**config.mk**
```make
export PLATFORM = sky130hd
export DESIGN_NAME = bracket_balance_checker_unit
export DESIGN_NICKNAME = d
export VERILOG_FILES = /design/src/sv/bbc_pkg.sv /design/src/sv/bbc_front.sv /design/src/sv/bbc_queue.sv /design/src/sv/bbc_back.sv /design/src/sv/bracket_balance_checker_unit.sv
export VERILOG_INCLUDE_DIRS = /design/src /design/src/sv
export SDC_FILE = /design/constraint.sdc
export NUM_CORES = 1
export LEC_CHECK = 0
export ABC_AREA = 1
export BUFFER_PORTS_ARGS = -buffer_cell sky130_fd_sc_hd__buf_4
export CORE_MARGIN = 5
export CORE_UTILIZATION = 60
export CTS_BUF_LIST = sky130_fd_sc_hd__clkbuf_4 sky130_fd_sc_hd__clkbuf_8
export DETAILED_ROUTE_END_ITERATION = 6
export GPL_ROUTABILITY_DRIVEN = 0
export PLACE_DENSITY = 0.82
export SETUP_SLACK_MARGIN = 0.05
export SLEW_MARGIN = 0
export SYNTH_ARGS = -nofsm -noshare
export SYNTH_HDL_FRONTEND = slang
export SYNTH_SLANG_ARGS = --single-unit
```
**constraint.sdc**
```tcl
create_clock -name clk -period 4.3 [get_ports clk]
set_input_delay 0.86 -clock clk [delete_from_list [all_inputs] [get_ports clk]]
set_output_delay 0.86 -clock clk [all_outputs]
set_load 0.01 [all_outputs]
```
**src/sv/bracket_balance_checker_unit_macros.svh**
```systemverilog
// Assertion helpers for the bracket balance checker.
`ifndef BRACKET_BALANCE_CHECKER_UNIT_MACROS_SVH
`define BRACKET_BALANCE_CHECKER_UNIT_MACROS_SVH

// Same-cycle implication, disabled during reset.
`define BBC_ASSERT_NOW(lbl, ante, cons, msg) \
	lbl: assert property (@(posedge clk) disable iff (!arst_n) (ante) |-> (cons)) \
		else $error(msg);

// Next-cycle implication, disabled during reset.
`define BBC_ASSERT_NEXT(lbl, ante, cons, msg) \
	lbl: assert property (@(posedge clk) disable iff (!arst_n) (ante) |=> (cons)) \
		else $error(msg);

`endif

```
**src/sv/bbc_pkg.sv**
```systemverilog
package bbc_pkg;

	localparam int STACK_DEPTH = 64;
	localparam int LVL_W = ($clog2(STACK_DEPTH + 1) < 2) ? 2 : $clog2(STACK_DEPTH + 1);
	localparam int ADDR_W = (STACK_DEPTH > 1) ? $clog2(STACK_DEPTH) : 1;

	localparam int QUEUE_DEPTH = 2;
	localparam int QPTR_W = (QUEUE_DEPTH > 1) ? $clog2(QUEUE_DEPTH) : 1;
	localparam int QCNT_W = $clog2(QUEUE_DEPTH + 1);

	localparam logic [7:0] CH_OPEN_PAREN  = 8'h28;
	localparam logic [7:0] CH_CLOSE_PAREN = 8'h29;
	localparam logic [7:0] CH_OPEN_SQ     = 8'h5B;
	localparam logic [7:0] CH_CLOSE_SQ    = 8'h5D;
	localparam logic [7:0] CH_OPEN_CURLY  = 8'h7B;
	localparam logic [7:0] CH_CLOSE_CURLY = 8'h7D;
	localparam logic [7:0] CH_OPEN_ANGLE  = 8'h3C;
	localparam logic [7:0] CH_CLOSE_ANGLE = 8'h3E;

	typedef logic [1:0] br_type_t;

	localparam br_type_t BR_PAREN = 2'd0;
	localparam br_type_t BR_SQ    = 2'd1;
	localparam br_type_t BR_CURLY = 2'd2;
	localparam br_type_t BR_ANGLE = 2'd3;

	typedef enum logic [1:0] {
		OP_NONE  = 2'd0,
		OP_OPEN  = 2'd1,
		OP_CLOSE = 2'd2
	} op_kind_t;

	typedef struct packed {
		op_kind_t kind;
		br_type_t btype;
		logic     last;
	} cmd_t;

endpackage

```
**src/sv/bbc_front.sv**
```systemverilog
module bbc_front (
	input  logic        char_valid,
	output logic        char_ready,
	input  logic [7:0]  char_code,
	input  logic        last_char,
	output logic        cmd_valid,
	input  logic        cmd_ready,
	output bbc_pkg::cmd_t cmd
);

	always_comb begin
		cmd.last  = last_char;
		cmd.kind  = bbc_pkg::OP_NONE;
		cmd.btype = bbc_pkg::BR_PAREN;
		case (char_code)
			bbc_pkg::CH_OPEN_PAREN: begin
				cmd.kind  = bbc_pkg::OP_OPEN;
				cmd.btype = bbc_pkg::BR_PAREN;
			end
			bbc_pkg::CH_OPEN_SQ: begin
				cmd.kind  = bbc_pkg::OP_OPEN;
				cmd.btype = bbc_pkg::BR_SQ;
			end
			bbc_pkg::CH_OPEN_CURLY: begin
				cmd.kind  = bbc_pkg::OP_OPEN;
				cmd.btype = bbc_pkg::BR_CURLY;
			end
			bbc_pkg::CH_OPEN_ANGLE: begin
				cmd.kind  = bbc_pkg::OP_OPEN;
				cmd.btype = bbc_pkg::BR_ANGLE;
			end
			bbc_pkg::CH_CLOSE_PAREN: begin
				cmd.kind  = bbc_pkg::OP_CLOSE;
				cmd.btype = bbc_pkg::BR_PAREN;
			end
			bbc_pkg::CH_CLOSE_SQ: begin
				cmd.kind  = bbc_pkg::OP_CLOSE;
				cmd.btype = bbc_pkg::BR_SQ;
			end
			bbc_pkg::CH_CLOSE_CURLY: begin
				cmd.kind  = bbc_pkg::OP_CLOSE;
				cmd.btype = bbc_pkg::BR_CURLY;
			end
			bbc_pkg::CH_CLOSE_ANGLE: begin
				cmd.kind  = bbc_pkg::OP_CLOSE;
				cmd.btype = bbc_pkg::BR_ANGLE;
			end
			default: begin
				cmd.kind  = bbc_pkg::OP_NONE;
				cmd.btype = bbc_pkg::BR_PAREN;
			end
		endcase
	end

	assign cmd_valid  = char_valid;
	assign char_ready = cmd_ready;

endmodule

```
**src/sv/bbc_queue.sv**
```systemverilog
module bbc_queue (
	input  logic          clk,
	input  logic          arst_n,
	input  logic          wr_valid,
	output logic          wr_ready,
	input  bbc_pkg::cmd_t wr_cmd,
	output logic          rd_valid,
	input  logic          rd_ready,
	output bbc_pkg::cmd_t rd_cmd
);

	bbc_pkg::cmd_t                entry_q [bbc_pkg::QUEUE_DEPTH];
	logic [bbc_pkg::QPTR_W-1:0]   wr_ptr_q;
	logic [bbc_pkg::QPTR_W-1:0]   rd_ptr_q;
	logic [bbc_pkg::QCNT_W-1:0]   count_q;
	logic                         push;
	logic                         pop;

	assign wr_ready = (count_q != bbc_pkg::QCNT_W'(bbc_pkg::QUEUE_DEPTH));
	assign rd_valid = (count_q != '0);
	assign rd_cmd   = entry_q[rd_ptr_q];
	assign push     = wr_valid && wr_ready;
	assign pop      = rd_valid && rd_ready;

	always_ff @(posedge clk) begin
		if (push) begin
			entry_q[wr_ptr_q] <= wr_cmd;
		end
	end

	always_ff @(posedge clk or negedge arst_n) begin
		if (!arst_n) begin
			wr_ptr_q <= '0;
			rd_ptr_q <= '0;
			count_q  <= '0;
		end else begin
			if (push) begin
				wr_ptr_q <= (wr_ptr_q == bbc_pkg::QPTR_W'(bbc_pkg::QUEUE_DEPTH - 1)) ?
					'0 : wr_ptr_q + bbc_pkg::QPTR_W'(1);
			end
			if (pop) begin
				rd_ptr_q <= (rd_ptr_q == bbc_pkg::QPTR_W'(bbc_pkg::QUEUE_DEPTH - 1)) ?
					'0 : rd_ptr_q + bbc_pkg::QPTR_W'(1);
			end
			if (push && !pop) begin
				count_q <= count_q + bbc_pkg::QCNT_W'(1);
			end else if (pop && !push) begin
				count_q <= count_q - bbc_pkg::QCNT_W'(1);
			end
		end
	end

endmodule

```
**src/sv/bbc_back.sv**
```systemverilog
module bbc_back (
	input  logic          clk,
	input  logic          arst_n,
	input  logic          cmd_valid,
	output logic          cmd_ready,
	input  bbc_pkg::cmd_t cmd,
	output logic          result_valid,
	input  logic          result_ready,
	output logic          balanced,
	output logic          mismatch_seen,
	output logic          overflow_seen
);

	logic [1:0]                 stack_mem [bbc_pkg::STACK_DEPTH];
	logic [1:0]                 rd_q;
	logic [1:0]                 top_q;
	logic [bbc_pkg::LVL_W-1:0]  level_q;
	logic                       mis_q;
	logic                       ovf_q;
	logic                       res_valid_q;
	logic                       balanced_q;
	logic                       mismatch_q;
	logic                       overflow_q;

	logic                       fire;
	logic                       full;
	logic                       match;
	logic                       do_push;
	logic                       do_pop;
	logic                       mis_after;
	logic                       ovf_after;
	logic [bbc_pkg::LVL_W-1:0]  lvl_after;
	logic [bbc_pkg::LVL_W-1:0]  level_next;
	logic [bbc_pkg::LVL_W-1:0]  rd_lvl;
	logic [bbc_pkg::ADDR_W-1:0] rd_addr;
	logic [1:0]                 top_next;

	assign cmd_ready = !cmd.last || !res_valid_q || result_ready;
	assign fire      = cmd_valid && cmd_ready;
	assign full      = (level_q == bbc_pkg::LVL_W'(bbc_pkg::STACK_DEPTH));
	assign match     = (level_q != '0) && (top_q == cmd.btype);
	assign do_push   = fire && (cmd.kind == bbc_pkg::OP_OPEN) && !full;
	assign do_pop    = fire && (cmd.kind == bbc_pkg::OP_CLOSE) && match;
	assign mis_after = mis_q || (fire && (cmd.kind == bbc_pkg::OP_CLOSE) && !match);
	assign ovf_after = ovf_q || (fire && (cmd.kind == bbc_pkg::OP_OPEN) && full);

	always_comb begin
		if (do_push) begin
			lvl_after = level_q + bbc_pkg::LVL_W'(1);
			top_next  = cmd.btype;
		end else if (do_pop) begin
			lvl_after = level_q - bbc_pkg::LVL_W'(1);
			top_next  = rd_q;
		end else begin
			lvl_after = level_q;
			top_next  = top_q;
		end
		level_next = (fire && cmd.last) ? '0 : lvl_after;
		// rd_q always holds the entry just below the top for the coming cycle
		rd_lvl  = (level_next >= bbc_pkg::LVL_W'(2)) ? level_next - bbc_pkg::LVL_W'(2) : '0;
		rd_addr = rd_lvl[bbc_pkg::ADDR_W-1:0];
	end

	always_ff @(posedge clk) begin
		if (do_push) begin
			stack_mem[level_q[bbc_pkg::ADDR_W-1:0]] <= cmd.btype;
		end
		rd_q  <= stack_mem[rd_addr];
		top_q <= top_next;
		if (fire && cmd.last) begin
			balanced_q <= (lvl_after == '0) && !mis_after && !ovf_after;
			mismatch_q <= mis_after;
			overflow_q <= ovf_after;
		end
	end

	always_ff @(posedge clk or negedge arst_n) begin
		if (!arst_n) begin
			level_q     <= '0;
			mis_q       <= 1'b0;
			ovf_q       <= 1'b0;
			res_valid_q <= 1'b0;
		end else begin
			level_q <= level_next;
			mis_q   <= (fire && cmd.last) ? 1'b0 : mis_after;
			ovf_q   <= (fire && cmd.last) ? 1'b0 : ovf_after;
			if (fire && cmd.last) begin
				res_valid_q <= 1'b1;
			end else if (result_ready) begin
				res_valid_q <= 1'b0;
			end
		end
	end

	assign result_valid  = res_valid_q;
	assign balanced      = balanced_q;
	assign mismatch_seen = mismatch_q;
	assign overflow_seen = overflow_q;

endmodule

```
**src/sv/bracket_balance_checker_unit.sv**
```systemverilog
// Bracket balance checker: takes one character per cycle and, on the character flagged
// as last, returns one result telling whether ( [ { < and ) ] } > were balanced, plus
// the sticky mismatch and overflow flags. Sustained rate is one item per clock while no
// result waits; the last character passes through a queue entry, then its result is
// registered at the output. The classifier feeds a two-entry queue; the stack executor
// pops one item per cycle unless stalled, with the top entry in a register and the rest
// in a 64 x 2 memory whose registered read port always prefetches the entry below the
// top, so pushes and pops run back to back. Input stalls only while a finished result
// is not taken and the queue has filled. No clearing pass after reset; the block is ready right away.
`include "bracket_balance_checker_unit_macros.svh"

module bracket_balance_checker_unit (
	input  logic       clk,
	input  logic       arst_n,
	input  logic       char_valid,
	output logic       char_ready,
	input  logic [7:0] char_code,
	input  logic       last_char,
	output logic       result_valid,
	input  logic       result_ready,
	output logic       balanced,
	output logic       mismatch_seen,
	output logic       overflow_seen
);

	bbc_pkg::cmd_t front_cmd;
	bbc_pkg::cmd_t cmd;
	logic          front_valid;
	logic          front_ready;
	logic          cmd_valid;
	logic          cmd_ready;

	bbc_front u_front (
		.char_valid (char_valid),
		.char_ready (char_ready),
		.char_code  (char_code),
		.last_char  (last_char),
		.cmd_valid  (front_valid),
		.cmd_ready  (front_ready),
		.cmd        (front_cmd)
	);

	bbc_queue u_queue (
		.clk      (clk),
		.arst_n   (arst_n),
		.wr_valid (front_valid),
		.wr_ready (front_ready),
		.wr_cmd   (front_cmd),
		.rd_valid (cmd_valid),
		.rd_ready (cmd_ready),
		.rd_cmd   (cmd)
	);

	bbc_back u_back (
		.clk           (clk),
		.arst_n        (arst_n),
		.cmd_valid     (cmd_valid),
		.cmd_ready     (cmd_ready),
		.cmd           (cmd),
		.result_valid  (result_valid),
		.result_ready  (result_ready),
		.balanced      (balanced),
		.mismatch_seen (mismatch_seen),
		.overflow_seen (overflow_seen)
	);

	`BBC_ASSERT_NOW(a_res_from_last, $rose(result_valid), $past(cmd_valid && cmd_ready && cmd.last), "result without last item")
	`BBC_ASSERT_NEXT(a_queue_fill, char_valid && char_ready && !cmd_valid, cmd_valid, "accepted item lost in queue")
	`BBC_ASSERT_NOW(a_back_stall, cmd_valid && !cmd_ready, cmd.last && result_valid && !result_ready, "executor stalled without pending result")

endmodule

```
==> impl_results.md, run 1 <==
- WL final: roughly 18,000 µm
- DR iter-0 viols: roughly 800
- Fin cells: about 1,000
- Total of max-cap violations: 0
- Worst Skew: about 18 ps
- Number of hold violations in the final report: 0
- Die ar.: roughly 0.016 mm²
- Final ANT Viol Nets: 0
- First-pass GRT wire length: ~29,000 µm
- Setup_tns: 0 ps
- TritonCTS Sinks: approximately 160
- Setup crit start kind: flop
- Area growth, synth to finish: 7.89%
- Post-synth EDFFs: between 100 and 150
- Top_reg_cell synth: edfxtp_1
- Mapped Cells: between 800 and 900
- Ant diodes: 0
- Min cycle time layout: roughly 4000 ps
- R2r setup slk: between 400 and 500 ps
- Vias in the first global route: 5,785
- Register area share after synthesis: just under 60%
- TritonCTS Buffers: 17
- Antenna violations before repair: 0
- H-tree lvl count: 4
- Failing checks: DRC
- Tcrit/Tclk final: about nine tenths
- Hold WC Path Type: input port to async pin
- Chip Width: 125 µm
- Seq cells post-synth: 159
- Clk slew on worst S/H paths: about 100 ps
- Arr. time, crit path: 4320 ps
- Slew Viols, Final: 0
- CTS resizes: 0
- Dpl cells: between 900 and 1,000
- Most frequent cells in the layout: 154 x nand3_1, 143 x edfxtp_1, 104 x nand2_1
- Avg Cell Area, Syn: ~9.8 µm²
- Synth async-reset ratio: between 8 and 9%
- Global-route usage over all layers: 23.4%
- YS warnings: 0
- CP endpoint kind: flop
- GRT overflow: 0
- WL/cell: about 18 µm
- Synth cell types: 39
- Post-CTS setup repair buffer count: 0
- Initial core utilization: between 60% and 70%
- Num ports: 18
- Std cell rows: 42
- Hold Buf Count CTS: 0
- Largest net degree at the start of global routing: 65
- Core ar.: around 0.013 mm²
- Actual slew at the worst max-slew pin: between 600 and 700 ps
- Status: finished, violations left
- DRC violations left: 1
- Count of buffers from port buffering: 17
- Cell Area, Synth: about 0.008 mm²
- Routed via count: between 6,000 and 7,000
- CP Class: flop to flop
- Final setup viols: 0
- DP HPWL: between 10,000 and 15,000 µm
- DR vias/cell: about 6.0
- Worst-Skew Late Latency: 480 ps
- Layout cells sized above 1: between 15 and 20%
- Clock root buffer: clkbuf_8
- Syn_nets: 819
- RSZ-0062 raised after global routing: no
- Drt first pass iters: 7
- Nets: around 830
- Critical Path RT: ~4700 ps
- Commonest non-fill, non-tap cell in the layout: nand3_1
- Worst-path maximum fanout: 33
- Fmax: 0.256 GHz
- Die Y: 125 µm
- Rel. slew slack: about 57%
- Bufs on Longest Clock Path: 2
- TritonCTS clock tree: done
==> stage by stage <==
step / hold WS [ps] / cell area (µm²) / utilization (%) / setup WS (ps)
after floorplan: 446 / 7890 / - / 710
after global placement: 465 / 8130 / 62.1 / 582
after detailed placement: 471 / 8130 / 62.1 / 396
after CTS: 220 / 8520 / 65.1 / 511
after global routing: 221 / 8520 / 65.1 / 80.6
final: 234 / 8520 / 65.1 / 401
==> Yosys cell counts (all sizes together) (2+ instances only) <==
master,count,area share (%)
a21oi,2,0.13
o2111ai,18,2.0
dfrtp,14,4.4
inv,109,5.2
a31oi,2,0.16
nand3b,27,2.6
buf,30,2.3
o21ai,6,0.38
nand3,159,10
nor2,94,4.6
ha,4,0.63
nor3,8,0.57
edfxtp,143,54
nand2,116,6.0
clkbuf,7,0.33
xor2,6,0.67
xnor2,4,0.44
nand4,11,0.95
dfxtp,2,0.51
or2,34,2.7
==> final cells by class <==
class | count | area, µm²
tap | 176 | 220
sequential | 159 | 4680
inverter | 110 | 415
fill | 1004 | 4570
multi-input combinational | 496 | 2580
clock inverter | 14 | 145
timing repair buffer | 30 | 225
clock buffer | 18 | 241
==> sequential cells by signal, summed over array words and instances, names as in the netlist <==
register and count:
u_back.ovf_q 1, u_back.top_q 2, u_back.stack_mem 128, u_queue.entry_q 10, u_queue.count_q 2, u_queue.wr_ptr_q 1
u_back.mis_q 1, u_back.mismatch_seen 1, u_back.rd_q 2, u_back.level_q 7, u_back.balanced 1, u_back.result_valid 1
u_queue.rd_ptr_q 1, u_back.overflow_seen 1
==> layer usage <==
| metal | vias up | wire [µm] | share of wire [%] | global-route usage, % |
|---|---|---|---|---|
| met5 | - | 0 | 0 | 0 |
| met1 | 2794 | 7040 | 39 | 31.1 |
| met4 | 0 | 624 | 3.5 | 9.03 |
| met3 | 71 | 1900 | 11 | 5.32 |
| met2 | 388 | 8500 | 47 | 37.7 |
| li1 | 2749 | - | - | - |
==> worst max-delay path: stages, from the launching register on <==
cell and delay [ps]:
dfrtp_1 470, inv_1 170, ha_1 300, nand3_1 120, clkinv_1 100, nand2_2 140, nand2_4 110, inv_2 190
nand2_1 130, nand3_2 120, ha_1 190, nand3_1 120, nor2_1 130, nand2_2 220, nand2_2 520, inv_1 170
nand2_1 100, nand3_1 70, nand3_1 90, nand3_1 110, nand3_1 90, nand3_1 80, nand2_1 90
==> path summary, 6_finish.rpt <==
check | to | depth (start not counted) | start
worst max-delay path | u_back.rd_q[0]$_DFF_P_ | 22 | u_back.level_q[0]$_DFF_PN0_
worst min-delay path | u_back.level_q[4]$_DFF_PN0_ | 1 | arst_n
worst max register to register | u_back.rd_q[0]$_DFF_P_ | 22 | u_back.level_q[0]$_DFF_PN0_
worst min register to register | u_queue.count_q[0]$_DFFE_PN0P_ | 1 | u_queue.count_q[0]$_DFFE_PN0P_
max in group asynchronous | u_back.level_q[1]$_DFF_PN0_ | 1 | arst_n
min in group clk | u_queue.count_q[0]$_DFFE_PN0P_ | 1 | u_queue.count_q[0]$_DFFE_PN0P_
==> cell families after synthesis <==
family,share of synthesized area [%]
xor+xnor,1.11
compound gates,3.01
flops,59.3
simple gates,28.0
buf+inv,7.91
fa+ha+maj,0.634
Power of run 1 is not shown: default switching activity piles up to over one toggle a cycle in this logic, so the estimate is an artifact.
==> inputs of run 2 (changes only) <==
- GPL_ROUTABILITY_DRIVEN: 0 -> default
- RECOVER_POWER: default -> 100
- SYNTH_HIERARCHICAL: default -> 1
==> impl_results.md, run 2 <==
- Actual slew at the worst max-slew pin: 1970 ps
- WL final: between 15,000 and 20,000 µm
- Area growth, synth to finish: 7.47%
- Initial core utilization: approximately 61%
- Fmax: 0.258 GHz
- Count of buffers from port buffering: 17
- Layout cells sized above 1: 12.0%
- Slowest CP cell: dfrtp_1
- Critical Path Max Stage Delay: between 400 and 500 ps
- First-pass GRT wire length: around 29,000 µm
- Post-synth EDFFs: approximately 140
- Setup crit start kind: flop
- Met2 usage: 37.8%
- Synth cell types: 37
- Most frequent cells in the layout: 171 x nand2_1, 143 x edfxtp_1, 131 x nor2_1
- DP HPWL: 11,900 µm
- Placed instance area: between 0.008 and 0.009 mm²
- Dpl cells: 1,031
- Met1 global-route usage: 29.4%
- Nets: between 800 and 900
- DRC violations left: 0
- Yosys top cell by area: edfxtp_1
- Arr. time, crit path: 4220 ps
- Routed via count: about 5,900
- RSZ-0062 raised after global routing: yes
- Tcrit/Tclk final: about 90%
- Post-CTS setup repair buffer count: 0
- YS warnings: 6
- WL/cell: ~17 µm
- Vias in the first global route: 5,637
- Top-area cell type share of the netlist area: ~53%
- Synth cell count leaders: 166 x nand2_1, 143 x edfxtp_1, 129 x nor2_1
- Commonest non-fill, non-tap cell in the layout: nand2_1
- Hold Buf Count CTS: 0
- Final Cell Area: just under 0.009 mm²
- Clock root buffer: clkbuf_8
- Setup_tns: 0 ps
- GRT overflow: 0
- CTS resizes: 0
- Number of hold violations in the final report: 0
- Antenna violations before repair: 0
- H-tree lvl count: 4
- CP endpoint kind: flop
- Ant diodes: 0
- Register area share after synthesis: about three fifths
- Status: finished, violations left
- Chip Width: between 100 and 150 µm
- Die ar.: between 0.015 and 0.02 mm²
- Largest net degree at the start of global routing: a little under 50
- Avg Cell Area, Syn: 9.43 µm²
- Hold WC Path Type: input port to async pin
- Worst Skew: approximately 15 ps
- Mapped Cells: 856
- Clk slew on worst S/H paths: approximately 80 ps
- RePlAce Congestion: between 0.8 and 0.9
- Slew Viols, Final: roughly 90
- R2r setup slk: about 430 ps
- CP Class: flop to flop
- Core ar.: around 0.013 mm²
- Cell Area, Synth: about 0.0081 mm²
- Num ports: 18
- Global-route usage over all layers: 23.0%
- Rel. slew slack: -31.4%
- Die Y: ~130 µm
- Syn_nets: roughly 870
- M3 GR Usage: under 10%
- Synth async-reset ratio: under 10%
- Critical Path RT: 4650 ps
- GR peak layer: met2
- DR vias/cell: 5.60
- TritonCTS Buffers: 17
- Most Frequent Cell on Critical Path: nand2_1
- Top_reg_cell synth: edfxtp_1
- Bufs on Longest Clock Path: 2
- Worst-Skew Late Latency: roughly 460 ps
- Min cycle time layout: 3870 ps
- Drt first pass iters: 5
- TritonCTS Sinks: approximately 160
- DR iter-0 viols: between 600 and 700
- Final ANT Viol Nets: 0
- Largest register FFs: between 100 and 150
- Total of max-cap violations: 2
- Final setup viols: 0
- Seq cells post-synth: between 150 and 200
- Failing checks: capacitance limit, slew limit
- TritonCTS clock tree: done
- Std cell rows: 42
- Dominant cells by area after synthesis: edfxtp_1 53%, nand3_1 7.8%, nand2_1 7.7%
- Worst-path maximum fanout: 18
- Fin cells: roughly 1,100
- Layout filler cell count: 1,083
- Core Util, Final: 65.7%
- Top-count cell post-synth: nand2_1
[run 2: changes by cell type after synthesis, sizes merged, moves of 2 or more]
cell and delta:
or2 -17, a21oi +4, nand3 -27, o2111ai -3
nand3b -4, nand2 +66, xnor2 -2, nor3 -4
buf -4, inv +5, a31oi -2, nor2 +45
[run 2: critical path: cells and delay by family, from the launching register on]
family / cells / cell delay, ps
simple gates: 18 / 2110
flops: 1 / 450
fa+ha+maj: 1 / 190
buf+inv: 5 / 710
compound gates: 1 / 300
[run 2: cell families after synthesis]
logic type | count (synthesis) | share of synthesized area [%]
and+or+nand+nor | 507 | 29.3
DFF | 159 | 58.1
buffers and inverters | 147 | 7.94
AOI/OAI and AO/OA | 29 | 2.85
xor gates and xnor gates | 9 | 1.07
adders and majority gates | 5 | 0.775
[run 2: worst paths after layout]
kind	startpoint	to	cells past startpoint
min reg2reg	u_back/mis_q$_DFF_PN0_	u_back/mis_q$_DFF_PN0_	2
min in group clk	u_back/mis_q$_DFF_PN0_	u_back/mis_q$_DFF_PN0_	2
max reg2reg	u_queue/rd_ptr_q$_DFFE_PN0P_	u_back/rd_q[1]$_DFF_P_	25
max in group asynchronous	arst_n	u_back/level_q[2]$_DFF_PN0_	1
max	u_queue/rd_ptr_q$_DFFE_PN0P_	u_back/rd_q[1]$_DFF_P_	25
min	arst_n	u_back/level_q[1]$_DFF_PN0_	1
[run 2: final cells by class]
type | instances | area (µm²) | area share [%]
Clock buffer | 26 | 333 | 3.84
Clock inverter | 6 | 57.6 | 0.664
Inverter | 114 | 432 | 4.98
Multi-Input combinational cell | 550 | 2730 | 31.4
Sequential cell | 159 | 4680 | 54.0
Tap cell | 176 | 220 | 2.54
Timing Repair Buffer | 32 | 219 | 2.52
[run 2: through the flow]
stage | setup slack (ps) | hold slack (ps)
2_1_floorplan | 478 | 449
3_3_place_gp | 360 | 461
3_5_place_dp | 257 | 475
4_1_cts | 363 | 223
5_1_grt | 50.2 | 531
6_report | 428 | 480
[run 2: metal layers]
layer,vias to the layer above,share of wire [%],wire (µm)
met4,0,3.0,523
met1,2784,40,7070
li1,2881,-,-
met3,41,8.5,1510
met2,242,49,8610
met5,-,0,0
Power of run 2 is left out for the same reason.
==> inputs of run 3 (changes only) <==
==> constraint.sdc (replaced) <==
create_clock -name clk -period 4.3 [get_ports clk]
set_input_delay 0.43 -clock clk [delete_from_list [all_inputs] [get_ports clk]]
set_output_delay 0.43 -clock clk [all_outputs]
set_load 0.01 [all_outputs]
==> impl_results.md, run 3 (synthesized netlist as in run 2, its figures left out) <==
- Status: finished, violations left
- RePlAce Congestion: 0.915
- Worst-path maximum fanout: 25
- Largest register FFs: approximately 130
- R2R Path Start: u_queue/rd_ptr_q$_DFFE_PN0P_
- Fmax: between 0.2 and 0.3 GHz
- Arr. time, crit path: ~4300 ps
- Clock root buffer: clkbuf_8
- Met3 wire len: around 1500 µm
- Bufs on Longest Clock Path: 2
- Ant diodes: 0
- Std cell rows: between 40 and 50
- Die ar.: 0.0159 mm²
- TritonCTS clock tree: done
- Global-route usage over all layers: ~23%
- Largest net degree at the start of global routing: 47
- Die Y: approximately 130 µm
- Core ar.: ~0.013 mm²
- Layout cells sized above 1: about 12%
- CP Class: flop to flop
- Hold WS: between 150 and 200 ps
- Critical Path RT: ~4700 ps
- Count of buffers from port buffering: 17
- Nets: a little under 900
- Rel. slew slack: -33.4%
- DR iter-0 viols: roughly 670
- Top sig layer: met4
- Hold Crit Depth: 1
- Min cycle time layout: a little under 4000 ps
- Num ports: 18
- R2r setup slk: between 400 and 500 ps
- Clk slew on worst S/H paths: 70 ps
- Setup crit start kind: flop
- Area growth, synth to finish: 7.12%
- Vias in the first global route: roughly 5,700
- Worst Skew: 9.22 ps
- Hold Path Sink: u_queue/entry_q[1][0]$_DFFE_PP_
- Number of hold violations in the final report: 0
- Metal-1 WL: just over 7000 µm
- Tcrit/Tclk final: 90.6%
- Drt first pass iters: 5
- Final setup viols: 0
- Worst-Skew Late Latency: ~450 ps
- TritonCTS Buffers: 17
- Setup_tns: 0 ps
- Met2 WL: a little under 9000 µm
- RSZ-0062 raised after global routing: no
- Total of max-cap violations: 1
- Hold WC Path Type: input port to flop
- TritonCTS Sinks: 159
- DRC violations left: 0
- Initial core utilization: ~60%
- R2R depth: 24
- First-pass GRT wire length: between 20,000 and 30,000 µm
- FF-to-FF End: u_back/rd_q[1]$_DFF_P_
- Antenna violations before repair: 0
- Dpl cells: approximately 1,000
- Slew Viols, Final: 47
- Routed via count: around 6,000
- DP HPWL: about 12,000 µm
- Hold path start: last_char
- Failing checks: capacitance limit, slew limit
- DR vias/cell: ~5.7
- Actual slew at the worst max-slew pin: around 2000 ps
- Post-CTS setup repair buffer count: 0
- Chip Width: approximately 130 µm
- Final ANT Viol Nets: 0
- GRT overflow: 0
- Commonest non-fill, non-tap cell in the layout: nand2_1
- Fin cells: ~1,100
- CP endpoint kind: flop
- Most frequent cells in the layout: 172 x nand2_1, 143 x edfxtp_1, 131 x nor2_1
- WL/cell: between 15 and 20 µm
- WL final: approximately 18,000 µm
- H-tree lvl count: 4
## run 3: changes by cell type in the layout (fill, tap and decap cells not counted), moves of 2 or more
cell / change
clkinv_2: -3
nand2_8: +2
nand2_2: -4
clkbuf_8: -3
clkbuf_4: +7
buf_4: -2
## run 3: metrics by stage
stage	setup WS (ps)	util, %	instance area [µm²]
after floorplan	478	-	8070
after global placement	336	63.0	8300
after detailed placement	145	63.0	8300
after CTS	129	65.7	8670
after global routing	36.8	65.5	8640
final	402	65.5	8640
## run 3: critical path, stage by stage, from the launching register on
cell and delay, ps:
dfrtp_1 430, inv_1 130, nand2_1 80, nand2_1 60
nand3_1 120, nand2_1 150, nor2_2 210, nand2_4 150
inv_2 210, nand2_1 100, nand2_2 100, inv_2 40
nor2_1 140, inv_2 130, ha_1 240, nand3_2 130
nor2_4 70, a21oi_4 620, buf_4 230, nand3_1 70
nand3_1 70, nand3_1 90, nand3_1 90, nand3_1 90
nand2_1 80
## run 3: routing by layer
layer / vias to the layer above / global-route usage, %
met3: 39 / 3.90
met1: 2834 / 30.4
met4: 0 / 9.40
met2: 268 / 38.4
met5: - / 0
li1: 2865 / -
## run 3: cell type report
cell class | instances | area, µm²
Clock buffer | 30 | 344
Clock inverter | 2 | 12.5
Fill cell | 1068 | 4550
Inverter | 114 | 432
Multi-Input combinational cell | 550 | 2760
Sequential cell | 159 | 4680
Tap cell | 176 | 220
Timing Repair Buffer | 30 | 194
## run 3: worst max path at each step
stage	from	end
final	u_queue/rd_ptr_q$_DFFE_PN0P_	u_back/rd_q[1]$_DFF_P_
after global routing	u_queue/rd_ptr_q$_DFFE_PN0P_	u_back/rd_q[1]$_DFF_P_
after CTS	u_queue/rd_ptr_q$_DFFE_PN0P_	u_back/rd_q[1]$_DFF_P_
after detailed placement	u_queue/rd_ptr_q$_DFFE_PN0P_	u_back/rd_q[1]$_DFF_P_
after global placement	u_queue/rd_ptr_q$_DFFE_PN0P_	u_back/rd_q[1]$_DFF_P_
after floorplan	u_queue/rd_ptr_q$_DFFE_PN0P_	u_back/rd_q[1]$_DFF_P_
## run 3: what timing repair did
| action | 4_1_cts | 5_1_grt |
|---|---|---|
| endpoints found under the hold margin | 14 | 0 |
| gates resized for setup | 0 | 9 |
| endpoints found under the setup margin | 0 | 2 |
| hold buffers | 1 | 0 |
Power of run 3 is left out for the same reason.
